## src/hw/rtl/i2cm_pkg.sv

```systemverilog
// Shared types, command codes and helpers for the I2C master bit engine.
// No dependencies; imported by i2cm_seq and i2c_master_bit_engine.
`default_nettype none

package i2cm_pkg;

  localparam int unsigned DataW = 8;
  localparam int unsigned TdataInW = 16;
  localparam int unsigned TdataOutW = 16;
  localparam int unsigned CmdW = 3;
  localparam int unsigned CfgIdxW = 1;

  // Configuration register indexes
  localparam logic [CfgIdxW-1:0] CfgShortWait = 1'd0;
  localparam logic [CfgIdxW-1:0] CfgLongWait = 1'd1;

  localparam logic [DataW-1:0] ShortWaitRst = 8'd2;
  localparam logic [DataW-1:0] LongWaitRst = 8'd5;
  localparam logic [3:0] RecoveryClocks = 4'd9;

  typedef enum logic [CmdW-1:0] {
    CmdTick     = 3'd0,
    CmdStart    = 3'd1,
    CmdStop     = 3'd2,
    CmdWrite    = 3'd3,
    CmdRead     = 3'd4,
    CmdRecover  = 3'd5,
    CmdRsvd6    = 3'd6,
    CmdRsvd7    = 3'd7
  } cmd_e;

  typedef struct packed {
    logic [CmdW-1:0]  cmd;
    logic [DataW-1:0] data_byte;
    logic             ack_send;
    logic             sda_in;
  } item_t;

  typedef struct packed {
    logic [DataW-1:0] read_data;
    logic             done_res;
    logic             busy_res;
    logic             sda_released;
    logic             sda_level;
    logic             scl_level;
  } result_t;

  // A wait register of zero still waits one tick.
  function automatic logic [DataW-1:0] wait_len(input logic [DataW-1:0] ticks);
    wait_len = (ticks == '0) ? DataW'(1) : ticks;
  endfunction

endpackage

`default_nettype wire

```

## src/hw/rtl/i2cm_seq.sv

```systemverilog
// Pin sequencer: phase state machine, counters, shift register and wait registers.
// Depends on i2cm_pkg. Advances once per item when step_i is high.
`default_nettype none

module i2cm_seq
  import i2cm_pkg::*;
(
  input  wire logic                 clk_i,
  input  wire logic                 rst_ni,
  input  wire logic                 step_i,
  input  wire item_t                item_i,
  input  wire logic                 cfg_we_i,
  input  wire logic [CfgIdxW-1:0]   cfg_idx_i,
  input  wire logic [DataW-1:0]     cfg_data_i,
  output result_t                   res_o
);

  localparam logic [4:0] PhIdle = 5'd0;
  localparam logic [4:0] PhSt0  = 5'd1;
  localparam logic [4:0] PhSt1  = 5'd2;
  localparam logic [4:0] PhSp0  = 5'd3;
  localparam logic [4:0] PhSp1  = 5'd4;
  localparam logic [4:0] PhWr0  = 5'd5;
  localparam logic [4:0] PhWrH  = 5'd6;
  localparam logic [4:0] PhWrL  = 5'd7;
  localparam logic [4:0] PhWrA  = 5'd8;
  localparam logic [4:0] PhWrB  = 5'd9;
  localparam logic [4:0] PhFin  = 5'd10;
  localparam logic [4:0] PhRd0  = 5'd11;
  localparam logic [4:0] PhRdH  = 5'd12;
  localparam logic [4:0] PhRdL  = 5'd13;
  localparam logic [4:0] PhRdA  = 5'd14;
  localparam logic [4:0] PhRdB  = 5'd15;
  localparam logic [4:0] PhRdC  = 5'd16;
  localparam logic [4:0] PhRdE  = 5'd17;
  localparam logic [4:0] PhRc0  = 5'd18;
  localparam logic [4:0] PhRc1  = 5'd19;
  localparam logic [4:0] PhRcA  = 5'd20;
  localparam logic [4:0] PhRcB  = 5'd21;
  localparam logic [4:0] PhRcC  = 5'd22;
  localparam logic [4:0] PhRcD  = 5'd23;
  localparam logic [4:0] PhRcE  = 5'd24;

  logic [4:0]       phase_q, phase_d;
  logic [3:0]       bit_cnt_q, bit_cnt_d;
  logic [DataW-1:0] shift_q, shift_d;
  logic [DataW-1:0] wait_q, wait_d;
  logic [3:0]       rep_q, rep_d;
  logic             scl_q, scl_d;
  logic             sda_q, sda_d;
  logic             sda_rel_q, sda_rel_d;
  logic             ack_q, ack_d;
  logic [DataW-1:0] rd_byte_q, rd_byte_d;
  logic [DataW-1:0] short_q, long_q;
  logic             done;

  // Next state: optional command entry, then one group of pin changes
  always_comb begin
    logic             do_run;
    logic [4:0]       ph;
    logic [DataW-1:0] wait_dec;
    phase_d   = phase_q;
    bit_cnt_d = bit_cnt_q;
    shift_d   = shift_q;
    wait_d    = wait_q;
    rep_d     = rep_q;
    scl_d     = scl_q;
    sda_d     = sda_q;
    sda_rel_d = sda_rel_q;
    ack_d     = ack_q;
    rd_byte_d = rd_byte_q;
    done      = 1'b0;
    do_run    = 1'b0;
    ph        = phase_q;
    wait_dec  = wait_q - DataW'(wait_q != '0);

    if (phase_q == PhIdle) begin
      do_run = 1'b1;
      unique case (cmd_e'(item_i.cmd))
        CmdStart:   ph = PhSt0;
        CmdStop:    ph = PhSp0;
        CmdWrite: begin
          ph        = PhWr0;
          shift_d   = item_i.data_byte;
          bit_cnt_d = '0;
        end
        CmdRead: begin
          ph    = PhRd0;
          ack_d = item_i.ack_send;
        end
        CmdRecover: ph = PhRc0;
        default:    do_run = 1'b0;
      endcase
    end else begin
      wait_d = wait_dec;
      do_run = (wait_dec == '0);
    end

    if (do_run) begin
      unique case (ph)
        PhSt0: begin
          sda_rel_d = 1'b0; sda_d = 1'b1; scl_d = 1'b1;
          wait_d = wait_len(short_q); phase_d = PhSt1;
        end
        PhSt1: begin
          sda_d = 1'b0; scl_d = 1'b0; phase_d = PhIdle; done = 1'b1;
        end
        PhSp0: begin
          sda_rel_d = 1'b0; sda_d = 1'b0; scl_d = 1'b1;
          wait_d = wait_len(short_q); phase_d = PhSp1;
        end
        PhSp1: begin
          sda_d = 1'b1; phase_d = PhIdle; done = 1'b1;
        end
        PhWr0: begin
          sda_rel_d = 1'b0;
          wait_d = wait_len(short_q); phase_d = PhWrH;
        end
        PhWrH: begin
          if (bit_cnt_q[3]) begin
            // all eight bits out: ACK clock with SDA released
            sda_rel_d = 1'b1; scl_d = 1'b1;
            wait_d = wait_len(short_q); phase_d = PhWrB;
          end else begin
            sda_d   = shift_q[DataW-1];
            shift_d = {shift_q[DataW-2:0], 1'b0};
            scl_d   = 1'b1;
            wait_d = wait_len(short_q); phase_d = PhWrL;
          end
        end
        PhWrL: begin
          scl_d = 1'b0; bit_cnt_d = bit_cnt_q + 4'd1;
          wait_d = wait_len(short_q); phase_d = PhWrH;
        end
        PhWrA: begin
          sda_rel_d = 1'b1; scl_d = 1'b1;
          wait_d = wait_len(short_q); phase_d = PhWrB;
        end
        PhWrB: begin
          scl_d = 1'b0;
          wait_d = wait_len(short_q); phase_d = PhFin;
        end
        PhRd0: begin
          sda_rel_d = 1'b1; shift_d = '0; bit_cnt_d = '0;
          wait_d = wait_len(short_q); phase_d = PhRdH;
        end
        PhRdH: begin
          if (bit_cnt_q[3]) begin
            // byte complete: drive the chosen ack
            sda_rel_d = 1'b0; sda_d = ~ack_q;
            wait_d = wait_len(short_q); phase_d = PhRdB;
          end else begin
            scl_d = 1'b1;
            wait_d = wait_len(short_q); phase_d = PhRdL;
          end
        end
        PhRdL: begin
          shift_d   = {shift_q[DataW-2:0], item_i.sda_in};
          scl_d     = 1'b0;
          bit_cnt_d = bit_cnt_q + 4'd1;
          wait_d = wait_len(short_q); phase_d = PhRdH;
        end
        PhRdA: begin
          sda_rel_d = 1'b0; sda_d = ~ack_q;
          wait_d = wait_len(short_q); phase_d = PhRdB;
        end
        PhRdB: begin
          scl_d = 1'b1;
          wait_d = wait_len(short_q); phase_d = PhRdC;
        end
        PhRdC: begin
          scl_d = 1'b0;
          wait_d = wait_len(short_q); phase_d = PhRdE;
        end
        PhRdE: begin
          sda_d = 1'b0; rd_byte_d = shift_q; phase_d = PhIdle; done = 1'b1;
        end
        PhRc0: begin
          sda_rel_d = 1'b0; sda_d = 1'b1; scl_d = 1'b1;
          wait_d = wait_len(short_q); phase_d = PhRc1;
        end
        PhRc1: begin
          // SCL low with SDA held high, then straight into the first recovery clock
          scl_d = 1'b0; rep_d = '0; sda_d = 1'b1;
          wait_d = wait_len(long_q); phase_d = PhRcB;
        end
        PhRcA: begin
          if (rep_q >= RecoveryClocks) begin
            sda_rel_d = 1'b0; sda_d = 1'b1; scl_d = 1'b1;
            wait_d = wait_len(short_q); phase_d = PhRcE;
          end else begin
            sda_d = 1'b1;
            wait_d = wait_len(long_q); phase_d = PhRcB;
          end
        end
        PhRcB: begin
          scl_d = 1'b1;
          wait_d = wait_len(long_q); phase_d = PhRcC;
        end
        PhRcC: begin
          scl_d = 1'b0; rep_d = rep_q + 4'd1;
          wait_d = wait_len(long_q); phase_d = PhRcA;
        end
        PhRcD: begin
          sda_rel_d = 1'b0; sda_d = 1'b1; scl_d = 1'b1;
          wait_d = wait_len(short_q); phase_d = PhRcE;
        end
        PhRcE: begin
          // repeated start: SDA goes low while SCL stays high, ready for the stop
          sda_d = 1'b0; scl_d = 1'b1;
          wait_d = wait_len(short_q); phase_d = PhSp1;
        end
        default: begin
          phase_d = PhIdle; done = 1'b1;
        end
      endcase
    end
  end

  // Sequencer state
  always_ff @(posedge clk_i or negedge rst_ni) begin
    if (!rst_ni) begin
      phase_q   <= PhIdle;
      bit_cnt_q <= '0;
      shift_q   <= '0;
      wait_q    <= '0;
      rep_q     <= '0;
      scl_q     <= 1'b1;
      sda_q     <= 1'b1;
      sda_rel_q <= 1'b0;
      ack_q     <= 1'b0;
      rd_byte_q <= '0;
    end else if (step_i) begin
      phase_q   <= phase_d;
      bit_cnt_q <= bit_cnt_d;
      shift_q   <= shift_d;
      wait_q    <= wait_d;
      rep_q     <= rep_d;
      scl_q     <= scl_d;
      sda_q     <= sda_d;
      sda_rel_q <= sda_rel_d;
      ack_q     <= ack_d;
      rd_byte_q <= rd_byte_d;
    end
  end

  // Wait length registers
  always_ff @(posedge clk_i or negedge rst_ni) begin
    if (!rst_ni) begin
      short_q <= ShortWaitRst;
      long_q  <= LongWaitRst;
    end else if (cfg_we_i) begin
      unique case (cfg_idx_i)
        CfgShortWait: short_q <= cfg_data_i;
        CfgLongWait:  long_q  <= cfg_data_i;
        default:      ;
      endcase
    end
  end

  assign res_o.scl_level    = scl_d;
  assign res_o.sda_level    = sda_d;
  assign res_o.sda_released = sda_rel_d;
  assign res_o.busy_res     = (phase_d != PhIdle);
  assign res_o.done_res     = done;
  assign res_o.read_data    = rd_byte_d;

endmodule

`default_nettype wire

```

## src/hw/rtl/i2c_master_bit_engine.sv

```systemverilog
// I2C master bit engine top level: input beat register, sequencer, result register.
// Depends on i2cm_pkg and i2cm_seq.
//
// Each input beat (a command or a tick) yields exactly one output beat showing the
// SCL/SDA pin levels after that beat, busy/done flags and the last read byte. A beat
// is captured in an input register, the sequencer advances once on it when the output
// side can take it, and the result lands in an output register. One beat is accepted
// every cycle while the output side keeps up; the single sequencer state update per
// cycle sets that rate. Commands are honored only while idle, otherwise they count
// as ticks. Wait lengths must be written through the cfg port (index 0 short wait,
// index 1 long wait) only while no beat is outstanding; the block does not enforce it.
`default_nettype none

module i2c_master_bit_engine
  import i2cm_pkg::*;
(
  input  wire logic                  clk_i,
  input  wire logic                  rst_ni,
  input  wire logic                  s_axis_tvalid,
  output logic                       s_axis_tready,
  // [7:0] data_byte, [8] ack_send, [9] sda_in, [15:10] zero
  input  wire logic [TdataInW-1:0]   s_axis_tdata,
  // [2:0] cmd
  input  wire logic [CmdW-1:0]       s_axis_tuser,
  output logic                       m_axis_tvalid,
  input  wire logic                  m_axis_tready,
  // [0] scl_level, [1] sda_level, [2] sda_released, [3] busy_res, [4] done_res,
  // [12:5] read_data, [15:13] zero
  output logic [TdataOutW-1:0]       m_axis_tdata,
  input  wire logic                  cfg_we_i,
  input  wire logic [CfgIdxW-1:0]    cfg_idx_i,
  input  wire logic [DataW-1:0]      cfg_data_i
);

  logic    in_v_q;
  item_t   in_q;
  logic    out_v_q;
  result_t out_q;
  result_t res;
  logic    advance;

  assign advance       = in_v_q && (!out_v_q || m_axis_tready);
  assign s_axis_tready = !in_v_q || advance;

  // Input beat register
  always_ff @(posedge clk_i or negedge rst_ni) begin
    if (!rst_ni) begin
      in_v_q <= 1'b0;
    end else if (s_axis_tready) begin
      in_v_q <= s_axis_tvalid;
    end
  end

  always_ff @(posedge clk_i) begin
    if (s_axis_tready && s_axis_tvalid) begin
      in_q.cmd       <= s_axis_tuser;
      in_q.data_byte <= s_axis_tdata[7:0];
      in_q.ack_send  <= s_axis_tdata[8];
      in_q.sda_in    <= s_axis_tdata[9];
    end
  end

  i2cm_seq u_seq (
    .clk_i      (clk_i),
    .rst_ni     (rst_ni),
    .step_i     (advance),
    .item_i     (in_q),
    .cfg_we_i   (cfg_we_i),
    .cfg_idx_i  (cfg_idx_i),
    .cfg_data_i (cfg_data_i),
    .res_o      (res)
  );

  // Output beat register
  always_ff @(posedge clk_i or negedge rst_ni) begin
    if (!rst_ni) begin
      out_v_q <= 1'b0;
    end else if (advance) begin
      out_v_q <= 1'b1;
    end else if (m_axis_tready) begin
      out_v_q <= 1'b0;
    end
  end

  always_ff @(posedge clk_i) begin
    if (advance) begin
      out_q <= res;
    end
  end

  assign m_axis_tvalid = out_v_q;
  assign m_axis_tdata  = {3'b000, out_q};

endmodule

`default_nettype wire

```

## config.mk

```make
export PLATFORM = sky130hd
export DESIGN_NAME = i2c_master_bit_engine
export DESIGN_NICKNAME = d
export VERILOG_FILES = /design/src/hw/rtl/i2cm_pkg.sv /design/src/hw/rtl/i2cm_seq.sv /design/src/hw/rtl/i2c_master_bit_engine.sv
export SDC_FILE = /design/constraint.sdc
export NUM_CORES = 1
export LEC_CHECK = 0
export ABC_CLOCK_PERIOD_IN_PS = 4640
export BUFFER_PORTS_ARGS = -buffer_cell sky130_fd_sc_hd__clkbuf_2
export CORE_UTILIZATION = 59
export CTS_CLUSTER_DIAMETER = 200
export DETAILED_ROUTE_END_ITERATION = 12
export PLACE_DENSITY = 0.8
export SKIP_LAST_GASP = 1
export SYNTH_ARGS = -nofsm -noshare
export SYNTH_HDL_FRONTEND = slang
export SYNTH_SLANG_ARGS = --single-unit
```

## constraint.sdc

```tcl
create_clock -name clk_i -period 4.64 [get_ports clk_i]
set_input_delay 0.464 -clock clk_i [delete_from_list [all_inputs] [get_ports clk_i]]
set_output_delay 0.464 -clock clk_i [all_outputs]
set_load 0.03 [all_outputs]
```

==> out/qor.txt <==
Status - complete, no violations
Post-CTS setup buffer count - 0
Crit Path Category - flop to flop
Reg2reg setup slack - 0.61 ns
Part of the power in registers - 38.6%
Total of max-cap violations - 0
Routability-driven placement congestion ratio - 0.983
Initial antenna violation count - 0
Worst r2r dst - u_seq.rd_byte_q[2]$_DFFE_PN0P_
Final Max Tran Viols - 0
Number of remaining DRC errors - 0
Placed Area - 4990 µm²
Vias - 3818
Register bit total from synthesis - 85
Netlist Area Pre-Place - 4720 µm²
PwrDens - 558 nW/µm²
RSZ-0062 raised after global routing - no
Design area - 5190 µm²
Hold_ws - 0.221 ns
Worst-margin pin slew - 1.20 ns
Drt wl/cell - 18.8 µm
H-tree depth - 3
CP arrival - 4.30 ns
Seq. cell area - 2260 µm²
# nets final - 525
Total CTS buffers - 9
Multi-input logic area - 2290 µm²
Total power - 2.89 mW
Critical Path Source - u_seq.wait_q[3]$_DFFE_PN0P_
Routed WL - 11.1 mm
Diode count - 0
First-pass GRT wire length - 18.4 mm
Combinational Power Share - 43.5%
Setup TNS - 0 ns
Fin. Hold Viols - 0
Die width - 91.5 µm
Clock transition at path regs - 0.10 ns
Sw Share - 44.0%
Seq/Total Area, Yosys - 47.9%
Post-synthesis simple-gate area fraction - 19.7%
Max Freq - 0.248 GHz
DP Wirelength - 7.83 mm
Crit-path max FO - 9
Post-synthesis xor/xnor area fraction - 1.30%
Hold buffers post-CTS - 0
Bufs on Longest Clock Path - 2
Overall Global Routing Usage - 28.2%
Drt pass-1 iters - 5
Routed vias/inst - 6.44
CTS root buf - clkbuf_8
LEAKAGE - 2.18 nW
Die area - 8360 µm²
Post-synth EDFFs - 26
Core Area - 7730 µm²
Num ports - 51
Congestion Overflow GR - 0
TritonCTS clock tree - built
CP endpoint kind - flop
Post-synthesis cell count - 449
Mux cell area share after synthesis - 8.96%
Post-synthesis adder-cell area fraction - 1.59%
CTS resizes - 0
Synth Area in Compound Gates - 16.7%
Unique cell type count in the Yosys netlist - 70
Synth warnings - 0
Worst Path Required - 4.90 ns
Most common flop cell mapped by yosys - dfrtp_1
Worst vdd ir - 271 µV
Reg2reg start - u_seq.wait_q[3]$_DFFE_PN0P_
Initial drt markers - 327
Port-buffer cells - 41
P_sw - 1.27 mW
Layout area overhead - 9.88%
Clock sink count - 85
Post-synth ARST share - 69.4%
Fin crit share - 86.9%
Depth of the most critical reg-to-reg path - 12
Largest net degree at the start of global routing - 60
Number of global-route vias before repair - 3745
Worst skew pair latency - 0.38 ns
Final setup fails - 0
Main combinational cell family by area after synthesis - simple AND/OR/NAND/NOR gates
Die height - 91.5 µm
Clock power share - 17.9%
Int Power - 1.62 mW
Crit start category - flop
Most frequent cells in the layout - dfrtp_1, clkbuf_2, nand2_1, o21ai_0
Fillers - 595
Slew HR - 19.4%
CP endpoint - u_seq.rd_byte_q[2]$_DFFE_PN0P_
Syn_area_per_cell - 10.5 µm²
Row cnt - 32
Final ANT Viol Nets - 0
Min Tclk post-route - 4.03 ns
Commonest non-fill, non-tap cell in the layout - dfrtp_1
Hold WC Path Type - input port to asynchronous set/reset pin
Ratio of cells with drive above 1 in the final layout - 23.0%
Initial Util - 61.1%
Setup Skew - 0.0126 ns
[metrics by stage]
step                utilization, %  setup WS (ns)  cells
floorplan                        -           1.19    451
global placement              64.6          0.719    577
detailed placement            64.6          0.674    577
CTS                           67.1          0.634    593
global route                  67.1          0.362    593
finish                        67.1          0.607    593
[worst min-delay path by stage]
stage	startpoint	endpoint	slack, ns	cells after the start
finish	rst_ni	u_seq.rd_byte_q[4]$_DFFE_PN0P_	0.22	2
global route	s_axis_tdata[8]	in_q[1]$_DFFE_PP_	0.25	1
CTS	rst_ni	u_seq.rd_byte_q[4]$_DFFE_PN0P_	0.26	2
detailed placement	in_q[1]$_DFFE_PP_	u_seq.ack_q$_DFFE_PN0P_	0.47	1
global placement	u_seq.bit_cnt_q[2]$_DFFE_PN0P_	u_seq.bit_cnt_q[2]$_DFFE_PN0P_	0.46	1
floorplan	rst_ni	in_v_q$_DFFE_PN0N_	0.17	0
[cell usage after synthesis, drive strengths merged, types with 12 or more instances]
| cell | number | area share (%) |
|---|---|---|
| dfrtp | 54 | 29 |
| mux2 | 34 | 8.7 |
| nand2 | 29 | 2.3 |
| o21ai | 28 | 3.0 |
| edfxtp | 26 | 17 |
| nor2 | 26 | 2.5 |
| a21oi | 19 | 2.0 |
| nor3 | 19 | 2.4 |
| nand3 | 18 | 1.9 |
| buf | 15 | 1.9 |
| inv | 13 | 1.0 |
| nand2b | 12 | 1.6 |
| nor2b | 12 | 1.6 |
[cell families (layout without fill, tap and decap cells)]
kind of cell / after synthesis / in the layout
DFF: 85 / 85
AOI/OAI and AO/OA: 112 / 112
and+or+nand+nor: 165 / 165
buffers and inverters: 38 / 78
adders and majority gates: 6 / 6
xor gates and xnor gates: 7 / 7
muxes: 35 / 35
other: 1 / 3
[per-layer routing]
metal,part of all wire [%],GRT usage (%),up-vias
li1,-,-,1773
met1,44,37.8,1867
met2,48,45.1,151
met3,6.2,5.36,27
met4,2.4,11.4,0
met5,0,0,-
[power by group through the flow]
stage | clock network [mW] | registers [mW] | logic [mW]
final | 0.518 | 1.12 | 1.26
after global routing | 0.554 | 1.14 | 1.37
after CTS | 0.524 | 1.11 | 1.23
after detailed placement | 0 | 1.13 | 1.22
after global placement | 0 | 1.12 | 1.21
after floorplan | 0 | 1.11 | 0.912
[cell type report]
class	count	share of cell area, %
multi-input cells	328	44.1
flip-flops and latches	85	43.6
repair buffers	49	5.11
well taps	102	2.46
clock buffers	9	2.39
clock inverters	7	1.35
inverters	13	0.940
[sequential cells by signal, indices dropped and copies added, names as in the netlist, 5 cells and up]
name,cells
in_q,13
m_axis_tdata,13
u_seq.long_q,8
u_seq.rd_byte_q,8
u_seq.shift_q,8
u_seq.short_q,8
u_seq.wait_q,8
u_seq.phase_q,5
[worst max-delay path, stage by stage, from the launching register on]
cell and delay (ns):
dfrtp_1 0.50, nor4_1 0.45, nor2b_1 0.22, nand2_1 0.07, ha_1 0.21, ha_1 0.28
nor3b_1 0.18, xnor2_1 0.20, o211ai_1 0.21, o31a_1 0.39, or3_1 0.57, nor2_8 0.31
mux2_4 0.33
(Power assumes the default switching activity.)
